File: src/rtl/assert_macros.svh
// Assertion helpers, sampled on clk and disabled while rst_n is low.
`ifndef ASSERT_MACROS_SVH
`define ASSERT_MACROS_SVH

// Same-cycle implication.
`define ASSERT_NOW(label, ante, cons) \
  label: assert property (@(posedge clk) disable iff (!rst_n) (ante) |-> (cons)) \
    else $error("same-cycle check failed");

// Next-cycle implication.
`define ASSERT_NEXT(label, ante, cons) \
  label: assert property (@(posedge clk) disable iff (!rst_n) (ante) |=> (cons)) \
    else $error("next-cycle check failed");

`endif

File: src/rtl/plfw_pkg.sv
`timescale 1ns / 1ps

package plfw_pkg;

  localparam int PAL_ENTRIES = 4096;
  localparam int NUM_BANKS   = 3;
  localparam int BANK_AW     = $clog2(PAL_ENTRIES);
  localparam int TABLE_DEPTH = NUM_BANKS * PAL_ENTRIES;

  localparam logic [15:0] IDX_MASK = 16'(TABLE_DEPTH - 1);
  localparam logic [15:0] BASE_1   = 16'(PAL_ENTRIES);
  localparam logic [15:0] BASE_2   = 16'(2 * PAL_ENTRIES);
  localparam logic [15:0] BASE_3   = 16'(3 * PAL_ENTRIES);

  localparam logic [1:0] OP_PALETTE = 2'd0;
  localparam logic [1:0] OP_PIXEL   = 2'd1;
  localparam logic [1:0] OP_FRAME   = 2'd2;

  localparam logic [1:0] BANK_0    = 2'd0;
  localparam logic [1:0] BANK_1    = 2'd1;
  localparam logic [1:0] BANK_2    = 2'd2;
  localparam logic [1:0] BANK_NONE = 2'd3;

  localparam int CFG_IW = 3;
  localparam int CFG_DW = 24;
  localparam logic [CFG_IW-1:0] CFG_BYTE_SWAP  = 3'd0;
  localparam logic [CFG_IW-1:0] CFG_WIDTH      = 3'd1;
  localparam logic [CFG_IW-1:0] CFG_HEIGHT     = 3'd2;
  localparam logic [CFG_IW-1:0] CFG_STRIDE     = 3'd3;
  localparam logic [CFG_IW-1:0] CFG_TOP_LEFT   = 3'd4;

  localparam int CMDQ_DEPTH = 4;
  localparam int CMDQ_AW    = $clog2(CMDQ_DEPTH);
  localparam int CMDQ_CW    = $clog2(CMDQ_DEPTH + 1);

  localparam int OQ_DEPTH = 4;
  localparam int OQ_AW    = $clog2(OQ_DEPTH);
  localparam int OQ_CW    = $clog2(OQ_DEPTH + 1);

  typedef struct packed {
    logic        byte_swap;
    logic [10:0] frame_width;
    logic [10:0] frame_height;
    logic [12:0] row_stride;
    logic [23:0] top_left;
  } cfg_t;

  typedef struct packed {
    logic cmdq_full;
    logic clearing;
  } front_stat_t;

  typedef struct packed {
    logic               is_write;
    logic [1:0]         bank;
    logic [BANK_AW-1:0] offset;
    logic [15:0]        normal;
    logic [15:0]        shadow;
    logic [23:0]        prod;
    logic [10:0]        col;
  } cmd_t;

  typedef struct packed {
    logic [23:0] addr;
    logic [15:0] colour;
  } out_t;

endpackage

File: src/rtl/plfw_cmdq.sv
`timescale 1ns / 1ps

module plfw_cmdq (
  input  logic           clk,
  input  logic           rst_n,
  input  logic           push,
  input  plfw_pkg::cmd_t din,
  output logic           full,
  input  logic           pop,
  output plfw_pkg::cmd_t dout,
  output logic           empty
);

  localparam logic [plfw_pkg::CMDQ_AW-1:0] LAST = plfw_pkg::CMDQ_AW'(plfw_pkg::CMDQ_DEPTH - 1);

  plfw_pkg::cmd_t mem_r [plfw_pkg::CMDQ_DEPTH];

  logic [plfw_pkg::CMDQ_AW-1:0] wr_ptr_r, wr_ptr_nxt;
  logic [plfw_pkg::CMDQ_AW-1:0] rd_ptr_r, rd_ptr_nxt;
  logic [plfw_pkg::CMDQ_CW-1:0] count_r, count_nxt;
  logic                         do_push;
  logic                         do_pop;

  assign full  = count_r == plfw_pkg::CMDQ_CW'(plfw_pkg::CMDQ_DEPTH);
  assign empty = count_r == '0;
  assign dout  = mem_r[rd_ptr_r];

  always_comb begin
    do_push    = push && !full;
    do_pop     = pop && !empty;
    wr_ptr_nxt = wr_ptr_r;
    rd_ptr_nxt = rd_ptr_r;
    count_nxt  = count_r;
    if (do_push) begin
      wr_ptr_nxt = (wr_ptr_r == LAST) ? '0 : wr_ptr_r + 1'b1;
    end
    if (do_pop) begin
      rd_ptr_nxt = (rd_ptr_r == LAST) ? '0 : rd_ptr_r + 1'b1;
    end
    unique case ({do_push, do_pop})
      2'b10:   count_nxt = count_r + 1'b1;
      2'b01:   count_nxt = count_r - 1'b1;
      default: count_nxt = count_r;
    endcase
  end

  always_ff @(posedge clk) begin
    if (!rst_n) begin
      wr_ptr_r <= '0;
      rd_ptr_r <= '0;
      count_r  <= '0;
    end else begin
      wr_ptr_r <= wr_ptr_nxt;
      rd_ptr_r <= rd_ptr_nxt;
      count_r  <= count_nxt;
    end
  end

  always_ff @(posedge clk) begin
    if (do_push) begin
      mem_r[wr_ptr_r] <= din;
    end
  end

endmodule

File: config.mk
export PLATFORM = sky130hd
export DESIGN_NAME = plfw_cmdq
export DESIGN_NICKNAME = d
export VERILOG_FILES = /design/src/rtl/assert_macros.svh /design/src/rtl/plfw_pkg.sv /design/src/rtl/plfw_cmdq.sv
export SDC_FILE = /design/constraint.sdc
export NUM_CORES = 1
export LEC_CHECK = 0
export BUFFER_PORTS_ARGS = -buffer_cell sky130_fd_sc_hd__buf_4
export CORE_MARGIN = 5
export CORE_UTILIZATION = 57
export CTS_CLUSTER_DIAMETER = 150
export DETAILED_ROUTE_END_ITERATION = 10
export PLACE_DENSITY = 0.83
export SYNTH_ARGS = -nofsm -noshare
export SYNTH_HDL_FRONTEND = slang
export SYNTH_SLANG_ARGS = --single-unit
export TNS_END_PERCENT = 10
File: constraint.sdc
create_clock -name clk -period 3.7 [get_ports clk]
set_clock_uncertainty 0.1 [all_clocks]
set_input_delay 0.185 -clock clk [delete_from_list [all_inputs] [get_ports clk]]
set_output_delay 0.185 -clock clk [all_outputs]
set_load 0.01 [all_outputs]
# [Word-level counts from Yosys, hierarchy flattened]
# Memory sizes are Yosys's and may differ from the RTL's. A register that Yosys moved wholly into a read port is not among the register bits.
# Cells that the tools add are included.
[totals] ff_bits=7 latch_bits=0 ram_bits=328 rom_bits=0 out_inout_bits=84 wordCells=26 n_memories=1
[op_classes] add_sub_neg=4 n_mul=0 div_mod_pow=0 order_cmp=0 eq_ne=5 shift=0 mux=7 bitwise_logic=0 n_reduce_logical=6
[memory_table] memory="mem_r" words=4 word_bits=82 rd=1 rd_clocked_by_memory_dff=1 wr=1 line="plfw_cmdq.sv:16" source="plfw_pkg::cmd_t mem_r [plfw_pkg::CMDQ_DEPTH];"
[op_table] op="2-bit 2-to-1 mux" n=4
[op_table] op="2-bit == test, second input constant" n=3
[op_table] op="3-bit one-hot mux with 2 select lines" n=1
[op_table] op="2-bit by 1-bit adder with 2-bit output, second input constant" n=2
[op_table] op="3-bit by 1-bit adder with 3-bit output, second input constant" n=1
[op_table] op="3-bit == test, second input constant" n=1
[op_table] op="3-bit logical NOT" n=1
[op_table] op="3-bit by 1-bit subtractor with 3-bit output, second input constant" n=1
[op_table] op="2-bit by 1-bit == test with 1-bit output, second input constant" n=1
[op_table] op="1-bit logical AND" n=2
[op_table] op="1-bit logical NOT" n=2
[op_table] op="1-bit 2-to-1 mux" n=2
[op_table] op="2-bit nonzero test" n=1

# [Depth between registers and ports, before layout]
[depth] depth_word=5 depth_mapped=10

# [Worst setup path after synthesis]
# OpenSTA, ideal clock, no wires.
[synth_path] path_kind="flip-flop to flip-flop" startpoint="register count_r[2] (netlist bit)" endpoint="memory mem_r[0][0] (netlist bit), enable pin" setup_ns=0.450 t_arrival_ns=2.681 slack_ns=0.470 path_stages_with_launch=5 n_path_buf=1 synth_period_minus_slack_ns=3.230 cell_sequence="dfxtp_1 > nor3b_2 > nor2b_1 > buf_2 > and2_1"
[synth_via] elab_chain_len=5
[synth_lines] item="from (decl)" line="plfw_cmdq.sv:20" source="logic [plfw_pkg::CMDQ_CW-1:0] count_r, count_nxt;"
[synth_lines] item="from (signal assigned)" line="plfw_cmdq.sv:55" source="count_r <= count_nxt;"
[synth_lines] item="3-bit == test" line="plfw_cmdq.sv:24" source="assign full = count_r == plfw_pkg::CMDQ_CW'(plfw_pkg::CMDQ_DEPTH);"
[synth_lines] item="net full" line="plfw_cmdq.sv:8" source="output logic full,"
[synth_lines] item="1-bit logical NOT" line="plfw_cmdq.sv:29" source="do_push = push && !full;"
[synth_lines] item="1-bit logical AND" line="plfw_cmdq.sv:29"
[synth_lines] item="1-bit 2-to-1 mux" line="plfw_cmdq.sv:60" source="if (do_push) begin"
[synth_lines] item="1-bit 2-to-1 mux (not written as such)" line="plfw_cmdq.sv:61" source="mem_r[wr_ptr_r] <= din;"
[synth_lines] item="to (decl)" line="plfw_cmdq.sv:16"
# The timed path passes the listed nets, and every way through them passes these cells.

==> flow_metrics.env <==
export IMPL_netlist_area_leader_share=0.7939
export IMPL_rsz0062_at_grt="no"
export IMPL_drive_gt1_frac=0.3949
export IMPL_cts_hold_buf=84
export IMPL_cpPeakStageDelay_ns=0.86
export IMPL_crit_family="flip-flops"
export IMPL_whs_ns=0.05741
export IMPL_wl_per_cell_um=22.88
export IMPL_total_power_mw=10.26
export IMPL_cts_inserted_buffers=31
export IMPL_switching_share=0.2519
export IMPL_synthCells=484
export IMPL_viasPerCell=5.628
export IMPL_worst_setup_path_type="reg -> out"
export IMPL_overflow=0
export IMPL_ys_warnings_count=0
export IMPL_cp_num_buf_inv=2
export IMPL_root_buffer="clkbuf_16"
export IMPL_num_rows=54
export IMPL_fp_dieH_um=157.5
export IMPL_grt_start_max_net_pins=83
export IMPL_grt_usage=0.1969
export IMPL_p_int_mw=7.678
export IMPL_required_ns=3.41
export IMPL_yosys_area_top_type="edfxtp_1"
export IMPL_arrival_ns=2.53
export IMPL_wl_mm=24.30
export IMPL_cts_buffer_depth=3
export IMPL_min_period_ns=2.813
export IMPL_yosysSeqAreaShare=0.8085
export IMPL_p_per_area_nw_per_um2=652.4
export IMPL_first_global_vias=6470
export IMPL_clock_latency_ns=0.54
export IMPL_final_max_slew_viol_count=0
export IMPL_core_um2=21620
export IMPL_tightest_slew_ns=1.219
export IMPL_path_cells="buf_4 > mux4_2 > buf_4"
export IMPL_cts_tree="done"
export IMPL_setup_viol=0
export IMPL_maxCapViolations=0
export IMPL_clkPwrFrac=0.292
export IMPL_fmax_mhz=355.5
export IMPL_firstDrtPassIters=5
export IMPL_htreeDepth=1
export IMPL_ys_ff_latch=337
export IMPL_syn_avg_cell_area_um2=25.63
export IMPL_grt_pass1_wl_mm=36.91
export IMPL_dr_total_vias=5977
export IMPL_drt_iter0_markers=439
export IMPL_synth_cell_types=24
export IMPL_cp_slowest_cell="dfxtp_4"
export IMPL_cpMostUsedCell="buf_4"
export IMPL_hp_class="in -> reg"
export IMPL_worstPathMaxFanout=37
export IMPL_final_common_cell="edfxtp_1"
export IMPL_portBuffers=169
export IMPL_fin_crit_sh=0.7602
export IMPL_max_vdd_ir_drop_mv=0.5971
export IMPL_synthTopCellsByArea="edfxtp_1 79%, mux4_2 15%, dfxtp_1 1.5%"
export IMPL_cts_repair_resized=0
export IMPL_mostFrequentLayoutCells="328 x edfxtp_1, 174 x buf_4, 84 x dlygate4sd3_1"
export IMPL_gp_congestion=0.7402
export IMPL_syn_to_final_growth_pct=26.83
export IMPL_initial_core_util=0.5738
export IMPL_dp_hpwl_mm=14.53
export IMPL_drc=0
export IMPL_slew_headroom=0.1873
export IMPL_syn_area_um2=12410
export IMPL_startpoint_type="register"
export IMPL_p_switching_mw=2.586
export IMPL_status="completed"
export IMPL_hold_viol=0
export IMPL_io_pins=170
export IMPL_dieWidth_um=157.5
export IMPL_seqPwrFrac=0.475
export IMPL_p_comb_frac=0.233
export IMPL_ant_nets=0
export IMPL_antenna_found_initial=2
export IMPL_cts_setup_buffers=0
export IMPL_die_area_um2=24810
export IMPL_fin_nets=852
export IMPL_clkSinkCount=337
export IMPL_endpoint_kind="output port"
export IMPL_clkTransAtPathRegs_ns=0.06
export IMPL_p_leak_nw=5.353
export IMPL_fin_tns_setup_ns=0
export IMPL_syn_num_nets=577
## stage by stage
stage,worst slack (ns),util,area (um^2),instances
after floorplan,0.4699,-,12410,484
after global placement,1.348,0.6446,13940,922
after detailed placement,1.262,0.6446,13940,922
after CTS,0.7827,0.7275,15730,1060
after global routing,0.6509,0.7277,15730,1062
final,0.8872,0.7277,15730,1062
## flip-flops by register name (all words and copies together) (netlist names), named ones only
register and cells:
count_r 3, wr_ptr_r 2, mem_r 328, rd_ptr_r 2
## power groups by stage
stage | combinational (mW) | clock, mW | sequential (mW)
2_1_floorplan | 1.57 | 0 | 4.78
3_3_place_gp | 2.29 | 0 | 4.93
3_5_place_dp | 2.34 | 0 | 4.97
4_1_cts | 2.43 | 3.05 | 4.89
5_1_grt | 2.56 | 3.23 | 4.93
6_report | 2.39 | 3.00 | 4.88
## layout make-up
class,count,area [um^2]
well taps,280,350.3
fillers,1241,5887
flip-flops and latches,337,10040
repair buffers,262,2227
clock buffers,37,798.3
inverters,7,26.28
multi-input cells,120,2136
clock inverters,17,153.9
diodes,2,5.005
## synth_stat cells (all sizes together)
| library cell | count |
|---|---|
| xor2 | 1 |
| mux2i | 2 |
| fa | 1 |
| nand3 | 2 |
| buf | 18 |
| ha | 6 |
| o21ai | 4 |
| nor2b | 1 |
| xnor2 | 1 |
| dfxtp | 9 |
| nor3 | 1 |
| nor2 | 2 |
| mux4 | 82 |
| clkbuf | 2 |
| and2 | 6 |
| or3 | 1 |
| a21boi | 1 |
| o31ai | 1 |
| edfxtp | 328 |
| inv | 7 |
| nand2 | 7 |
| nor3b | 1 |
## tightest hold or removal path: stages
cell and delay (ns):
buf_4 0.11, nor2b_1 0.20, mux2i_1 0.14
## cell families after synthesis
family,share of synthesized area
XOR/XNOR,0.001412
flip-flops,0.8085
AO/OA/AOI/OAI,0.002825
adder cells (fa/ha/maj),0.007665
buffers and inverters,0.02017
multiplexers,0.1505
AND/OR/NAND/NOR,0.008977
## metal layers
layer,GRT usage,up-vias,part of all wire
met5,0,-,0
met4,0.03892,0,0.017
met3,0.04124,40,0.082
met2,0.3259,273,0.50
met1,0.2800,3058,0.40
li1,-,2606,-
## path summary, 6_finish.rpt
kind / from / end / slack [ns] / depth (start not counted)
min reg2reg: wr_ptr_r[1] / wr_ptr_r[1] / 0.41 / 2
min: push / wr_ptr_r[1] / 0.06 / 3
max reg2reg: count_r[2] / mem_r[2][49] / 1.26 / 4
max: register / dout[27] / 0.89 / 3
(Power assumes the default switching activity.)
