### config.mk
export PLATFORM = sky130hd
export DESIGN_NAME = plfw_front
export DESIGN_NICKNAME = d
export VERILOG_FILES = /design/src/rtl/assert_macros.svh /design/src/rtl/plfw_pkg.sv /design/src/rtl/plfw_front.sv
export SDC_FILE = /design/constraint.sdc
export NUM_CORES = 1
export LEC_CHECK = 0
export BUFFER_PORTS_ARGS = -buffer_cell sky130_fd_sc_hd__buf_2
export CAP_MARGIN = 20
export CORE_MARGIN = 8
export CORE_UTILIZATION = 45
export DETAILED_ROUTE_END_ITERATION = 12
export PLACE_DENSITY_LB_ADDON = 0.3
export SLEW_MARGIN = 15
export SYNTH_ARGS = -nofsm -noshare
export SYNTH_HDL_FRONTEND = slang
export SYNTH_SLANG_ARGS = --single-unit
### constraint.sdc
create_clock -name clk -period 14.74 [get_ports clk]
set_input_delay 2.948 -clock clk [delete_from_list [all_inputs] [get_ports clk]]
set_output_delay 2.948 -clock clk [all_outputs]
set_load 0.05 [all_outputs]
### src/rtl/assert_macros.svh
// Assertion helpers, sampled on clk and disabled while rst_n is low.
`ifndef ASSERT_MACROS_SVH
`define ASSERT_MACROS_SVH

// Same-cycle implication.
`define ASSERT_NOW(label, ante, cons) \
  label: assert property (@(posedge clk) disable iff (!rst_n) (ante) |-> (cons)) \
    else $error("same-cycle check failed");

// Next-cycle implication.
`define ASSERT_NEXT(label, ante, cons) \
  label: assert property (@(posedge clk) disable iff (!rst_n) (ante) |=> (cons)) \
    else $error("next-cycle check failed");

`endif

### src/rtl/plfw_pkg.sv
`timescale 1ns / 1ps

package plfw_pkg;

  localparam int PAL_ENTRIES = 4096;
  localparam int NUM_BANKS   = 3;
  localparam int BANK_AW     = $clog2(PAL_ENTRIES);
  localparam int TABLE_DEPTH = NUM_BANKS * PAL_ENTRIES;

  localparam logic [15:0] IDX_MASK = 16'(TABLE_DEPTH - 1);
  localparam logic [15:0] BASE_1   = 16'(PAL_ENTRIES);
  localparam logic [15:0] BASE_2   = 16'(2 * PAL_ENTRIES);
  localparam logic [15:0] BASE_3   = 16'(3 * PAL_ENTRIES);

  localparam logic [1:0] OP_PALETTE = 2'd0;
  localparam logic [1:0] OP_PIXEL   = 2'd1;
  localparam logic [1:0] OP_FRAME   = 2'd2;

  localparam logic [1:0] BANK_0    = 2'd0;
  localparam logic [1:0] BANK_1    = 2'd1;
  localparam logic [1:0] BANK_2    = 2'd2;
  localparam logic [1:0] BANK_NONE = 2'd3;

  localparam int CFG_IW = 3;
  localparam int CFG_DW = 24;
  localparam logic [CFG_IW-1:0] CFG_BYTE_SWAP  = 3'd0;
  localparam logic [CFG_IW-1:0] CFG_WIDTH      = 3'd1;
  localparam logic [CFG_IW-1:0] CFG_HEIGHT     = 3'd2;
  localparam logic [CFG_IW-1:0] CFG_STRIDE     = 3'd3;
  localparam logic [CFG_IW-1:0] CFG_TOP_LEFT   = 3'd4;

  localparam int CMDQ_DEPTH = 4;
  localparam int CMDQ_AW    = $clog2(CMDQ_DEPTH);
  localparam int CMDQ_CW    = $clog2(CMDQ_DEPTH + 1);

  localparam int OQ_DEPTH = 4;
  localparam int OQ_AW    = $clog2(OQ_DEPTH);
  localparam int OQ_CW    = $clog2(OQ_DEPTH + 1);

  typedef struct packed {
    logic        byte_swap;
    logic [10:0] frame_width;
    logic [10:0] frame_height;
    logic [12:0] row_stride;
    logic [23:0] top_left;
  } cfg_t;

  typedef struct packed {
    logic cmdq_full;
    logic clearing;
  } front_stat_t;

  typedef struct packed {
    logic               is_write;
    logic [1:0]         bank;
    logic [BANK_AW-1:0] offset;
    logic [15:0]        normal;
    logic [15:0]        shadow;
    logic [23:0]        prod;
    logic [10:0]        col;
  } cmd_t;

  typedef struct packed {
    logic [23:0] addr;
    logic [15:0] colour;
  } out_t;

endpackage

### src/rtl/plfw_front.sv
`timescale 1ns / 1ps

module plfw_front (
  input  logic                 clk,
  input  logic                 rst_n,
  input  logic                 push,
  output logic                 full,
  input  logic [1:0]           in_opcode,
  input  logic [12:0]          in_palette_byte_addr,
  input  logic [4:0]           in_red,
  input  logic [4:0]           in_green,
  input  logic [4:0]           in_blue,
  input  logic [15:0]          in_pixel_index,
  input  plfw_pkg::cfg_t       cfg,
  input  plfw_pkg::front_stat_t stat,
  output logic                 cmd_push,
  output plfw_pkg::cmd_t       cmd
);

  function automatic logic [15:0] pack565(input logic [4:0] r, input logic [5:0] g,
                                          input logic [4:0] b, input logic swap);
    logic [15:0] w;
    w = {r, g, b};
    return swap ? {w[7:0], w[15:8]} : w;
  endfunction

  function automatic logic [5:0] scale6(input logic [5:0] c);
    logic [13:0] p;
    p = {8'd0, c} * 14'd202;
    return p[13:8];
  endfunction

  function automatic logic [1:0] bank_of(input logic [15:0] v);
    logic [1:0] b;
    if (v < plfw_pkg::BASE_1) begin
      b = plfw_pkg::BANK_0;
    end else if (v < plfw_pkg::BASE_2) begin
      b = plfw_pkg::BANK_1;
    end else if (v < plfw_pkg::BASE_3) begin
      b = plfw_pkg::BANK_2;
    end else begin
      b = plfw_pkg::BANK_NONE;
    end
    return b;
  endfunction

  function automatic logic [15:0] base_of(input logic [1:0] b);
    logic [15:0] base;
    unique case (b)
      plfw_pkg::BANK_0: base = 16'd0;
      plfw_pkg::BANK_1: base = plfw_pkg::BASE_1;
      plfw_pkg::BANK_2: base = plfw_pkg::BASE_2;
      default:          base = plfw_pkg::BASE_3;
    endcase
    return base;
  endfunction

  logic [10:0] col_r, col_nxt;
  logic [10:0] row_r, row_nxt;

  logic        accept;
  logic        row_ok;
  logic        drawn;
  logic [10:0] col_inc;
  logic [15:0] entry;
  logic [15:0] idx;
  logic [1:0]  ent_bank;
  logic [1:0]  idx_bank;
  logic [15:0] ent_off;
  logic [15:0] idx_off;
  logic [5:0]  g6;

  assign full   = stat.cmdq_full || stat.clearing;
  assign accept = push && !full;

  always_comb begin
    row_ok   = row_r < cfg.frame_height;
    drawn    = col_r < (cfg.frame_width & 11'h7F0);
    col_inc  = col_r + 11'd1;
    col_nxt  = col_r;
    row_nxt  = row_r;
    cmd_push = 1'b0;
    if (accept) begin
      unique case (in_opcode)
        plfw_pkg::OP_PALETTE: cmd_push = 1'b1;
        plfw_pkg::OP_PIXEL: begin
          if (row_ok) begin
            cmd_push = drawn;
            if (col_inc >= cfg.frame_width) begin
              col_nxt = 11'd0;
              row_nxt = row_r + 11'd1;
            end else begin
              col_nxt = col_inc;
            end
          end
        end
        plfw_pkg::OP_FRAME: begin
          col_nxt = 11'd0;
          row_nxt = 11'd0;
        end
        default: ;
      endcase
    end
  end

  always_comb begin
    entry    = {4'd0, in_palette_byte_addr[12:1]};
    idx      = in_pixel_index & plfw_pkg::IDX_MASK;
    ent_bank = bank_of(entry);
    idx_bank = bank_of(idx);
    ent_off  = entry - base_of(ent_bank);
    idx_off  = idx - base_of(idx_bank);
    g6       = {in_green, 1'b0};

    cmd.is_write = (in_opcode == plfw_pkg::OP_PALETTE);
    cmd.bank     = cmd.is_write ? ent_bank : idx_bank;
    cmd.offset   = cmd.is_write ? ent_off[plfw_pkg::BANK_AW-1:0]
                                : idx_off[plfw_pkg::BANK_AW-1:0];
    cmd.normal   = pack565(in_red, g6, in_blue, cfg.byte_swap);
    cmd.shadow   = pack565(scale6({1'b0, in_red}) >> 0 == 6'd0 ? 5'd0
                           : 5'(scale6({1'b0, in_red})),
                           scale6(g6), 5'(scale6({1'b0, in_blue})), cfg.byte_swap);
    cmd.prod     = {13'd0, row_r} * {11'd0, cfg.row_stride};
    cmd.col      = col_r;
  end

  always_ff @(posedge clk) begin
    if (!rst_n) begin
      col_r <= 11'd0;
      row_r <= 11'd0;
    end else begin
      col_r <= col_nxt;
      row_r <= row_nxt;
    end
  end

endmodule

# Yosys cells after proc, flatten, opt, wreduce, memory -nomap -nowiden
# Index checks and enable logic that the tools add are counted.
[word_totals]
ff_bits = 22
input_bits = 111
word_cells = 44
output_inout_bits = 84
[op_classes]
magnitude_cmp = 6
addsub = 3
n_eq_ne = 4
mux = 17
reduce_logical = 8
n_mul = 4
[op_table]
columns = ["cell", "count"]
rows = [
  ["$mux 11", 4],
  ["$pmux 11 s2", 2],
  ["$mul 5x7->12 const B", 3],
  ["$mux 16", 2],
  ["$lt 14x14->1 const B", 2],
  ["$mul 11x13->24", 1],
  ["$add 11x1->11 const B", 2],
  ["$lt 11x11->1", 2],
  ["$lt 14x13->1 const B", 1],
  ["$mux 12", 1],
  ["$sub 12x12->12 const B", 1],
  ["$ge 11x11->1", 1],
  ["$logic_not 6->1", 1],
  ["$mux 2", 3],
  ["$mux 5", 1],
  ["$ne 2x2->1 const B", 2],
  ["$reduce_and 4->1", 1],
  ["$mux 1", 3],
  ["$reduce_and 3->1", 1],
  ["$eq 2x1->1 const B", 1],
  ["$eq 2x2->1 const B", 1],
  ["$logic_not 2->1", 1],
  ["$pmux 1 s2", 1],
  ["$reduce_bool 2->1", 1],
  ["3 further kinds", 3],
]

# Longest topological paths before layout
# Gate-level depths: netlist of the first run.
[depth]
ltp_word = 5
mapped_depth = 21
mapped_depth_nobuf = 19

# Least setup slack after synthesis of the first run
# No wires, ideal clock.
[synth_path]
path_type = "input-to-output"
start = "input cfg[28] (netlist name)"
end = "output cmd[31] (netlist name)"
required_time_ps = 11792
t_arrival_ps = 8245
n_path_buf = 2
stages = 19
setup_slack_ps = 3547
cell_sequence = "clkbuf_1 -> and2_1 -> fa_1 -> inv_1 -> fa_1 -> inv_1 -> fa_1 -> fa_1 -> inv_1 -> fa_1 -> inv_1 -> ha_1 -> clkbuf_1 -> o21ai_0 -> a211o_1 -> o21ai_0 -> a21o_1 -> a21oi_1 -> xnor2_1"
[synth_lines]
columns = ["element", "line", "source"]
rows = [
  ["start, declared", "plfw_front.sv:14", "input plfw_pkg::cfg_t cfg,"],
  ["end, declared", "plfw_front.sv:17", "output plfw_pkg::cmd_t cmd"],
]

==> out/summary.log, run 1 <==
[critical_path] CP max stage delay 0.79 ns
[critical_path] Slowest cell on crit path sky130_fd_sc_hd__o41ai_1
[synth] most frequent cells after synthesis sky130_fd_sc_hd__inv_1, sky130_fd_sc_hd__ha_1, sky130_fd_sc_hd__nand2_1, sky130_fd_sc_hd__fa_1, sky130_fd_sc_hd__and2_1
[critical_path] critical path class in2out
[synth] Seq cells post-synth 22
[layout] final cell utilization of the core 51.08%
[critical_path] arrival time worst endpoint 8.35 ns
[synth] post-synth top area cell sky130_fd_sc_hd__fa_1
[floorplanning] width of the die 152.6 um
[sta] total negative setup slack 0 ns
[sta] number of slew-limit violations in the final report 0
[floorplanning] initial core utilization 45.33%
[global_route] number of antenna violations at the first check in global routing 1
[sta] final setup fails 0
[routing] number of DRC markers in iteration 0 317
[sta] unrepaired setup endpoints after global routing no
[floorplanning] I/O pin count 195
[pwr] largest voltage drop on the vdd net 0.08511 mV
[critical_path] startpoint type of the worst setup path input pin
[sta] worst slew pin tran 0.9621 ns
[sta] worst-case headroom to the max-slew limit 35.02%
[synth] Synthesis Warnings 0
[sta] final critical delay including setup and external delays 11.30 ns
[routing] detailed route wirelength on metal3 1055 um
[critical_path] Req. time, crit path 11.79 ns
[cts] root buffer cell sky130_fd_sc_hd__clkbuf_16
[sta] Final Hold Violating Endpoints 0
[cts] maximum number of buffers from clock root to sink 2
[placement] Setup Slack @ Placement 3.326 ns
[critical_path] sum of buffers and inverters on the critical path 5
[cts] CTS tree built
[synth] mean post-synth cell area 8.095 sq um
[min_path] type of the tightest min-delay check reg2reg
[job] max_cap viols 0
[layout] layout overhead on the synthesized area 12.68%
[routing] Avg WL per Cell 14.66 um
[routing] M1 WL 9032 um
[routing] post-route antenna net violation count 0
[global_route] GRT Residual Overflow 0
[critical_path] crit path capture type output pin
[layout] n_diodes 0
[sta] Setup WS post-layout 3.441 ns
[layout] Fillers 1840
[routing] count of vias placed by the detailed router 7404
[synth] sequential fraction of the synthesis area 5.247%
[critical_path] Top cell by count, worst path sky130_fd_sc_hd__fa_1
[sta] setup clock skew after layout 0.005733 ns
[floorplanning] core outline area 18520 sq um
[global_route] global-route wire length before repair 35070 um
[placement] final weighted congestion in routability-driven placement 0.8467
[placement] number of buffers added on ports 165
[synth] Primary FF master, synth sky130_fd_sc_hd__dfxtp_1
[synth] count of different cell masters after synthesis 55
[synth] Async S/R FF share, synth 0%
[routing] number of iterations in the first detailed-routing pass 5
[layout] share of post-route cells with drive strength above 1 17.72%
[cts] post-CTS setup buffer count 0
[critical_path] number of gates on the worst path with buffers counted 19
[layout] Post-layout nets 1528
[routing] vias per inst 5.281
[pwr] ratio of total power to cell area 35.06 nW/um^2
[synth] number of cells produced by synthesis 1037
[routing] final WL 20560 um
[placement] half-perimeter wire length after detailed placement 17320 um
[sta] portion of the clock cycle consumed by the worst path in the final layout 76.65%
[critical_path] FF-to-FF path depth 13
[cts] worst skew pair latency 0.26 ns
[synth] cell types occupying the most area after synthesis sky130_fd_sc_hd__fa_1, sky130_fd_sc_hd__ha_1, sky130_fd_sc_hd__inv_1
[critical_path] maximum fanout along the worst path 11
[floorplanning] Die H 152.6 um
[cts] TritonCTS Buffers 3
[floorplanning] die outline area 23280 sq um
[critical_path] ordered list of cells on the worst path buf_2 -> nand2_1 -> fa_1 -> fa_1 -> inv_1 -> ha_1 -> fa_1 -> inv_1 -> fa_1 -> inv_1 -> ha_1 -> o21a_1 -> o31a_1 -> o41ai_1 -> a21oi_1 -> o21ai_1 -> a311oi_1 -> xor2_1 -> buf_2
[synth] syn_nets 1396
[global_route] combined global-route utilization of all metal layers 17.51%
[cts] register clock-pin slew on the reported worst setup and hold paths 0.06 ns
[sta] upper clock frequency limit 88.51 MHz
[global_route] maximum number of pins on one net before global-route repair 35
[critical_path] top cell family by delay on the critical path adder cells
[global_route] via count of the first global-routing pass 7593
[synth] cell with the most instances after synthesis sky130_fd_sc_hd__inv_1
[pwr] post-route total power 331.6 uW
[cts] H-tree depth 1
[routing] count of unresolved DRC violations after routing 0
[routing] highest metal layer with signal wires met5
[pwr] static power due to leakage 5.198 nW
[cts] CTS Hold Buffers Added 0
[routing] wire length on met2 10200 um
[synth] Yosys top cell area share 24.09%
[synth] EDFF count, synth 0
[min_path] Worst Hold Depth 2
[cts] Resized cells post-CTS 0
[floorplanning] site row count 50
[cts] sink count of the clock tree 22
[synth] post-synth design cell area 8394 sq um
[outcome] result of the run finished clean
-- sequential cells by signal (all words and copies together), names as in the netlist --
signal,count
row_r,11
col_r,11
-- cells by family after synthesis --
logic type	Yosys count	share of synthesized area [%]
AO/OA/AOI/OAI	151	11.45
XOR/XNOR	45	4.695
adder cells (fa/ha/maj)	248	46.00
buffers and inverters	221	10.02
flip-flops	22	5.247
multiplexers	32	4.218
other	1	0.04467
AND/OR/NAND/NOR	317	18.33
-- report_power, final --
group / internal (mW) / switching [mW]
logic: 0.0622 / 0.145
registers: 0.0595 / 0.000215
clock network: 0.0415 / 0.0235
total: 0.163 / 0.168
-- worst min-delay path, stage by stage (launching register included) --
cell and delay (ns):
sky130_fd_sc_hd__dfxtp_1 0.33, sky130_fd_sc_hd__nand2_1 0.06, sky130_fd_sc_hd__a21oi_1 0.05
-- stage by stage --
step | area [sq um] | std cells | hold WS [ns]
2_1_floorplan | 8394 | 1037 | 0.4975
3_3_place_gp | 9363 | 1397 | 0.4690
3_5_place_dp | 9363 | 1397 | 0.4893
4_1_cts | 9452 | 1401 | 0.4971
5_1_grt | 9459 | 1402 | 0.5322
6_report | 9459 | 1402 | 0.4946
-- routing by layer --
layer	vias to the layer above	GRT usage, %
li1	3623	-
met1	3549	21.90
met2	211	31.40
met3	19	2.694
met4	2	3.252
met5	-	0
-- cells in the final DEF, fill, tap and decap left out, drive strengths merged, types with 18 or more instances in the layout --
cell type / n
a21oi: 51
and2: 73
buf: 168
dfxtp: 22
fa: 101
ha: 147
inv: 179
mux2: 27
nand2: 129
nand3: 18
nor2: 44
o21ai: 41
xnor2: 26
xor2: 19
-- worst paths after layout --
check,start,to,slack [ns]
worst max-delay path,cfg[27],cmd[32],3.44
worst min-delay path,col_r[1],col_r[1],0.49
worst max register to register,col_r[0],col_r[5],10.71
worst min register to register,col_r[1],col_r[1],0.49
-- cell type report --
class | instances | area, sq um | share of cell area, %
repair buffers | 168 | 848.3 | 8.968
inverters | 180 | 675.6 | 7.143
multi-input cells | 794 | 7113 | 75.20
well taps | 234 | 292.8 | 3.095
clock buffers | 4 | 88.84 | 0.9392
flip-flops and latches | 22 | 440.4 | 4.656
Power figures use the tool's default switching activity.
==> run 2, diff against run 1 <==
Settings changed: ABC_AREA from default to 1.
Clock period 14.74 ns to 10.21 ns, I/O delays scaled along.
==> out/summary.log, run 2 <==
[cts] worst skew pair latency 0.25 ns
[global_route] number of antenna violations at the first check in global routing 0
[layout] n_diodes 0
[routing] number of DRC markers in iteration 0 374
[synth] post-synth top area cell sky130_fd_sc_hd__fa_1
[routing] final WL 22050 um
[placement] number of buffers added on ports 165
[layout] sequential cell area 440.4 sq um
[layout] most common library cell in the layout ignoring fill and taps sky130_fd_sc_hd__nand2_1
[cts] TritonCTS Buffers 3
[pwr] largest voltage drop on the vdd net 0.04128 mV
[synth] EDFF count, synth 0
[cts] post-CTS setup buffer count 0
[floorplanning] Die H 157.7 um
[cts] H-tree depth 1
[critical_path] critical register-to-register path endpoint row_r[1]
[synth] Seq cells post-synth 22
[sta] worst-case hold slack 0.5331 ns
[cts] maximum number of buffers from clock root to sink 2
[synth] count of different cell masters after synthesis 39
[sta] setup clock skew after layout 0.002428 ns
[critical_path] critical path class in2out
[sta] number of slew-limit violations in the final report 0
[global_route] maximum number of pins on one net before global-route repair 38
[min_path] Hold Path Sink col_r[1]
[pwr] post-route total power 510.9 uW
[cts] register clock-pin slew on the reported worst setup and hold paths 0.06 ns
[placement] final weighted congestion in routability-driven placement 0.8614
[global_route] combined global-route utilization of all metal layers 17.61%
[sta] Final Hold Violating Endpoints 0
[layout] final cell utilization of the core 50.34%
[floorplanning] core outline area 19970 sq um
[outcome] result of the run finished clean
[floorplanning] site row count 52
[layout] layout overhead on the synthesized area 11.30%
[critical_path] maximum fanout along the worst path 11
[critical_path] arrival time worst endpoint 6.81 ns
[critical_path] reg2reg setup slack 7.31 ns
[layout] commonest non-fill, non-tap cells in the layout sky130_fd_sc_hd__nand2_1, sky130_fd_sc_hd__inv_1, sky130_fd_sc_hd__buf_2
[placement] Setup Slack @ Placement 1.328 ns
[routing] count of unresolved DRC violations after routing 0
[critical_path] Req. time, crit path 8.17 ns
[min_path] Worst Hold Depth 2
[critical_path] Slowest cell on crit path sky130_fd_sc_hd__fa_1
[layout] Post-layout nets 1841
[sta] worst-case headroom to the max-slew limit 41.90%
[sta] Setup WS post-layout 1.359 ns
[layout] finished layout cell area 10060 sq um
[sta] worst slew pin tran 0.8703 ns
[pwr] ratio of total power to cell area 50.80 nW/um^2
[synth] syn_nets 1717
[critical_path] worst r2r src col_r[0]
[layout] leading registers by flop count col_r (11), row_r (11)
[placement] half-perimeter wire length after detailed placement 18700 um
[routing] number of iterations in the first detailed-routing pass 5
[min_path] type of the tightest min-delay check reg2reg
[min_path] worst min-delay path startpoint col_r[1]
[routing] Avg WL per Cell 12.60 um
[floorplanning] die outline area 24870 sq um
[routing] count of vias placed by the detailed router 8398
[critical_path] CP max stage delay 0.55 ns
[critical_path] startpoint type of the worst setup path input pin
[cts] Resized cells post-CTS 0
[job] max_cap viols 0
[cts] CTS tree built
[routing] post-route antenna net violation count 0
[sta] final setup fails 0
[synth] Primary FF master, synth sky130_fd_sc_hd__dfxtp_1
[layout] share of post-route cells with drive strength above 1 13.18%
[synth] mean post-synth cell area 6.653 sq um
[synth] Yosys top cell area share 22.38%
[layout] number of non-filler instances in the completed layout 1750
[synth] sequential fraction of the synthesis area 4.875%
[routing] vias per inst 4.799
[critical_path] ordered list of cells on the worst path buf_2 -> nand2_1 -> inv_1 -> fa_1 -> inv_1 -> fa_1 -> inv_1 -> fa_1 -> fa_1 -> inv_1 -> fa_1 -> inv_1 -> ha_1 -> inv_1 -> o21bai_1 -> a21boi_0 -> nor2_1 -> nor3_1 -> nand4_1 -> nand2_1 -> buf_2
[layout] area taken by multi-input logic gates 7146 sq um
[synth] cell with the most instances after synthesis sky130_fd_sc_hd__nand2_1
[sta] total negative setup slack 0 ns
[synth] cell types occupying the most area after synthesis sky130_fd_sc_hd__fa_1, sky130_fd_sc_hd__ha_1, sky130_fd_sc_hd__nand2_1
[cts] sink count of the clock tree 22
[floorplanning] width of the die 157.7 um
[critical_path] FF-to-FF path depth 14
[sta] upper clock frequency limit 113.0 MHz
[floorplanning] I/O pin count 195
[synth] Synthesis Warnings 0
[synth] post-synth design cell area 9035 sq um
[layout] Fillers 2073
[sta] portion of the clock cycle consumed by the worst path in the final layout 86.69%
[critical_path] crit path capture type output pin
[pwr] static power due to leakage 6.446 nW
[synth] most frequent cells after synthesis sky130_fd_sc_hd__nand2_1, sky130_fd_sc_hd__inv_1, sky130_fd_sc_hd__ha_1, sky130_fd_sc_hd__fa_1, sky130_fd_sc_hd__nor2_1
[sta] final critical delay including setup and external delays 8.852 ns
[synth] number of cells produced by synthesis 1358
[cts] root buffer cell sky130_fd_sc_hd__clkbuf_16
[synth] Async S/R FF share, synth 0%
[floorplanning] initial core utilization 45.23%
[critical_path] Top cell by count, worst path sky130_fd_sc_hd__inv_1
[global_route] global-route wire length before repair 37000 um
[global_route] via count of the first global-routing pass 8033
[sta] unrepaired setup endpoints after global routing no
[global_route] GRT Residual Overflow 0
[placement] Cells after DPL 1747
[cts] CTS Hold Buffers Added 0
[placement] placed cell area 9981 sq um
==> run 2: per-layer routing <==
layer	vias to the layer above	track usage, %	part of all wire (%)
li1	4340	-	-
met1	3870	23.07	44
met2	179	32.11	51
met3	9	0.9828	4.6
met4	0	1.995	0.53
met5	-	0	0
==> run 2: logic make-up (layout without fill, tap and decap cells) <==
kind of cell,Yosys count,count (layout),share of synthesized area [%]
xor+xnor,36,36,3.490
compound gates,107,107,6.536
simple gates,570,570,26.28
other cells,1,1,0.04151
fa+ha+maj,248,248,42.74
buf+inv,374,496,16.04
flops,22,22,4.875
==> run 2: worst max-delay path: cells and delay by family <==
kind | cells | cell delay [ns]
AO/OA/AOI/OAI | 2 | 0.36
adder cells (fa/ha/maj) | 6 | 2.98
buffers and inverters | 8 | 0.86
AND/OR/NAND/NOR | 5 | 0.57
==> run 2: worst max path at each step <==
stage | start | to | slack (ns) | cells past startpoint
after floorplan | cfg[24] | cmd[30] | 1.35 | 17
final | cfg[28] | cmd[32] | 1.36 | 21
after CTS | cfg[28] | cmd[32] | 1.32 | 21
after global placement | cfg[28] | cmd[32] | 1.36 | 21
after global routing | cfg[28] | cmd[32] | 1.04 | 21
after detailed placement | cfg[28] | cmd[32] | 1.33 | 21
==> run 2: where the power goes <==
group	switching (mW)	total (mW)	leakage, nW	internal, mW
clock network	0.0278	0.0793	0.0370	0.0516
logic	0.244	0.340	6.23	0.0956
registers	0.00435	0.0916	0.178	0.0873
total	0.276	0.511	6.45	0.234
==> run 2: final cells by class <==
| cell class | count | area share (%) |
|---|---|---|
| Multi-Input combinational cell | 962 | 71.06 |
| Inverter | 328 | 12.24 |
| Timing Repair Buffer | 165 | 8.212 |
| Sequential cell | 22 | 4.380 |
| Tap cell | 270 | 3.359 |
| Clock buffer | 3 | 0.7465 |
==> run 3, diff against run 2 <==
Settings changed: PLACE_DENSITY from default to 0.71, PLACE_DENSITY_LB_ADDON 0.3 to default, SLEW_MARGIN 15 to 20.
==> out/summary.log, run 3 (synthesis results as in run 2) <==
[placement] number of buffers added on ports 165
[cts] root buffer cell sky130_fd_sc_hd__clkbuf_16
[critical_path] critical register-to-register path endpoint row_r[0]
[routing] post-route antenna net violation count 0
[sta] final critical delay including setup and external delays 8.889 ns
[sta] worst-case hold slack 0.5557 ns
[floorplanning] initial core utilization 45.23%
[outcome] result of the run finished clean
[critical_path] arrival time worst endpoint 6.85 ns
[routing] Avg WL per Cell 12.90 um
[cts] worst skew pair latency 0.25 ns
[placement] final weighted congestion in routability-driven placement 0.8708
[sta] portion of the clock cycle consumed by the worst path in the final layout 87.06%
[critical_path] FF-to-FF path depth 14
[layout] finished layout cell area 10090 sq um
[sta] upper clock frequency limit 112.5 MHz
[critical_path] ordered list of cells on the worst path buf_2 -> nand2_1 -> inv_1 -> fa_1 -> inv_1 -> fa_1 -> inv_1 -> fa_1 -> fa_1 -> inv_1 -> fa_1 -> inv_1 -> ha_1 -> inv_1 -> o21bai_1 -> a31oi_1 -> nand2_1 -> nand2_1 -> nand3_1 -> xor2_1 -> buf_2
[routing] number of iterations in the first detailed-routing pass 5
[routing] count of vias placed by the detailed router 8511
[critical_path] top cell family by delay on the critical path adder cells
[floorplanning] width of the die 157.7 um
[cts] maximum number of buffers from clock root to sink 2
[sta] worst slew pin tran 0.8788 ns
[global_route] global-route met3 utilization 1.556%
[min_path] type of the tightest min-delay check reg2reg
[min_path] Worst Hold Depth 2
[global_route] via count of the first global-routing pass 8379
[pwr] ratio of total power to cell area 53.93 nW/um^2
[global_route] layer with the highest usage after global routing met2
[critical_path] sum of buffers and inverters on the critical path 8
[floorplanning] site row count 52
[layout] commonest non-fill, non-tap cells in the layout sky130_fd_sc_hd__nand2_1, sky130_fd_sc_hd__inv_1, sky130_fd_sc_hd__buf_2
[layout] leading registers by flop count col_r (11), row_r (11)
[routing] final WL 22590 um
[sta] total negative setup slack 0 ns
[pwr] post-route total power 543.9 uW
[placement] placed cell area 9981 sq um
[sta] Final Hold Violating Endpoints 0
[layout] most common library cell in the layout ignoring fill and taps sky130_fd_sc_hd__nand2_1
[critical_path] worst r2r src col_r[0]
[critical_path] Slowest cell on crit path sky130_fd_sc_hd__fa_1
[global_route] global-route wire length before repair 38660 um
[global_route] met2 capacity usage during global routing 34.20%
[pwr] largest voltage drop on the vdd net 0.04818 mV
[floorplanning] die outline area 24870 sq um
[global_route] combined global-route utilization of all metal layers 18.39%
[cts] post-CTS setup buffer count 0
[cts] TritonCTS Buffers 3
[cts] sink count of the clock tree 22
[sta] setup clock skew after layout 0.005875 ns
[cts] Resized cells post-CTS 0
[critical_path] crit path capture type output pin
[cts] H-tree depth 1
[sta] number of slew-limit violations in the final report 0
[layout] n_diodes 0
[routing] vias per inst 4.861
[min_path] Hold Path Sink col_r[1]
[global_route] number of antenna violations at the first check in global routing 0
[critical_path] startpoint type of the worst setup path input pin
[cts] CTS Hold Buffers Added 0
[layout] layout overhead on the synthesized area 11.63%
[floorplanning] Die H 157.7 um
[critical_path] Top cell by count, worst path sky130_fd_sc_hd__inv_1
[sta] final setup fails 0
[critical_path] CP max stage delay 0.56 ns
[placement] half-perimeter wire length after detailed placement 19260 um
[min_path] worst min-delay path startpoint col_r[1]
[critical_path] Req. time, crit path 8.17 ns
[routing] count of unresolved DRC violations after routing 0
[sta] unrepaired setup endpoints after global routing no
[layout] Post-layout nets 1841
[critical_path] critical path class in2out
[floorplanning] I/O pin count 195
[floorplanning] core outline area 19970 sq um
[routing] number of DRC markers in iteration 0 378
[global_route] fraction of met1 tracks used by global routing 23.19%
[layout] sequential cell area 440.4 sq um
[layout] area taken by multi-input logic gates 7146 sq um
[sta] worst-case headroom to the max-slew limit 41.20%
[global_route] GRT Residual Overflow 0
[critical_path] maximum fanout along the worst path 11
[job] max_cap viols 0
[critical_path] reg2reg setup slack 7.31 ns
[global_route] maximum number of pins on one net before global-route repair 38
[pwr] static power due to leakage 6.460 nW
[cts] CTS tree built
[layout] Fillers 2070
[layout] share of post-route cells with drive strength above 1 13.23%
[cts] register clock-pin slew on the reported worst setup and hold paths 0.06 ns
==> run 3: worst min-delay path, stage by stage, from the launching register on <==
cell	delay (ns)
sky130_fd_sc_hd__dfxtp_1	0.34
sky130_fd_sc_hd__nor2_1	0.11
sky130_fd_sc_hd__nor2_1	0.05
==> run 3: routing by layer <==
layer / routed length [um] / part of all wire [%]
met5: 0 / 0
met4: 156 / 0.69
met3: 906 / 4.0
met2: 11830 / 52
met1: 9694 / 43
==> run 3: area by class of cell <==
cell class,count,share of cell area [%]
Clock inverter,1,0.2977
Multi-Input combinational cell,962,70.85
Inverter,328,12.21
Tap cell,270,3.349
Clock buffer,3,0.7443
Sequential cell,22,4.367
Timing Repair Buffer,165,8.188
==> run 3: power by group <==
| group | total (mW) | switching, mW | internal [mW] | leakage (nW) |
|---|---|---|---|---|
| clock | 0.110 | 0.0326 | 0.0778 | 0.0511 |
| sequential | 0.0916 | 0.00438 | 0.0872 | 0.178 |
| combinational | 0.342 | 0.246 | 0.0958 | 6.23 |
| total | 0.544 | 0.283 | 0.261 | 6.46 |
==> run 3: how the worst max path moves through the flow <==
stage                        from       to  slack (ns)  depth (start not counted)
after global placement    cfg[28]  cmd[32]        1.35                         21
after global routing      cfg[28]  cmd[34]        1.08                         21
after floorplan           cfg[24]  cmd[30]        1.35                         17
final                     cfg[28]  cmd[34]        1.32                         21
after detailed placement  cfg[28]  cmd[32]        1.34                         21
after CTS                 cfg[28]  cmd[34]        1.32                         21
==> run 3: through the flow <==
step	worst slack, ns	utilization [%]	cells
final	1.322	50.49	1751
after floorplan	1.349	-	1358
after detailed placement	1.337	49.97	1747
after global placement	1.353	49.97	1747
after CTS	1.315	50.49	1751
after global routing	1.075	50.49	1751
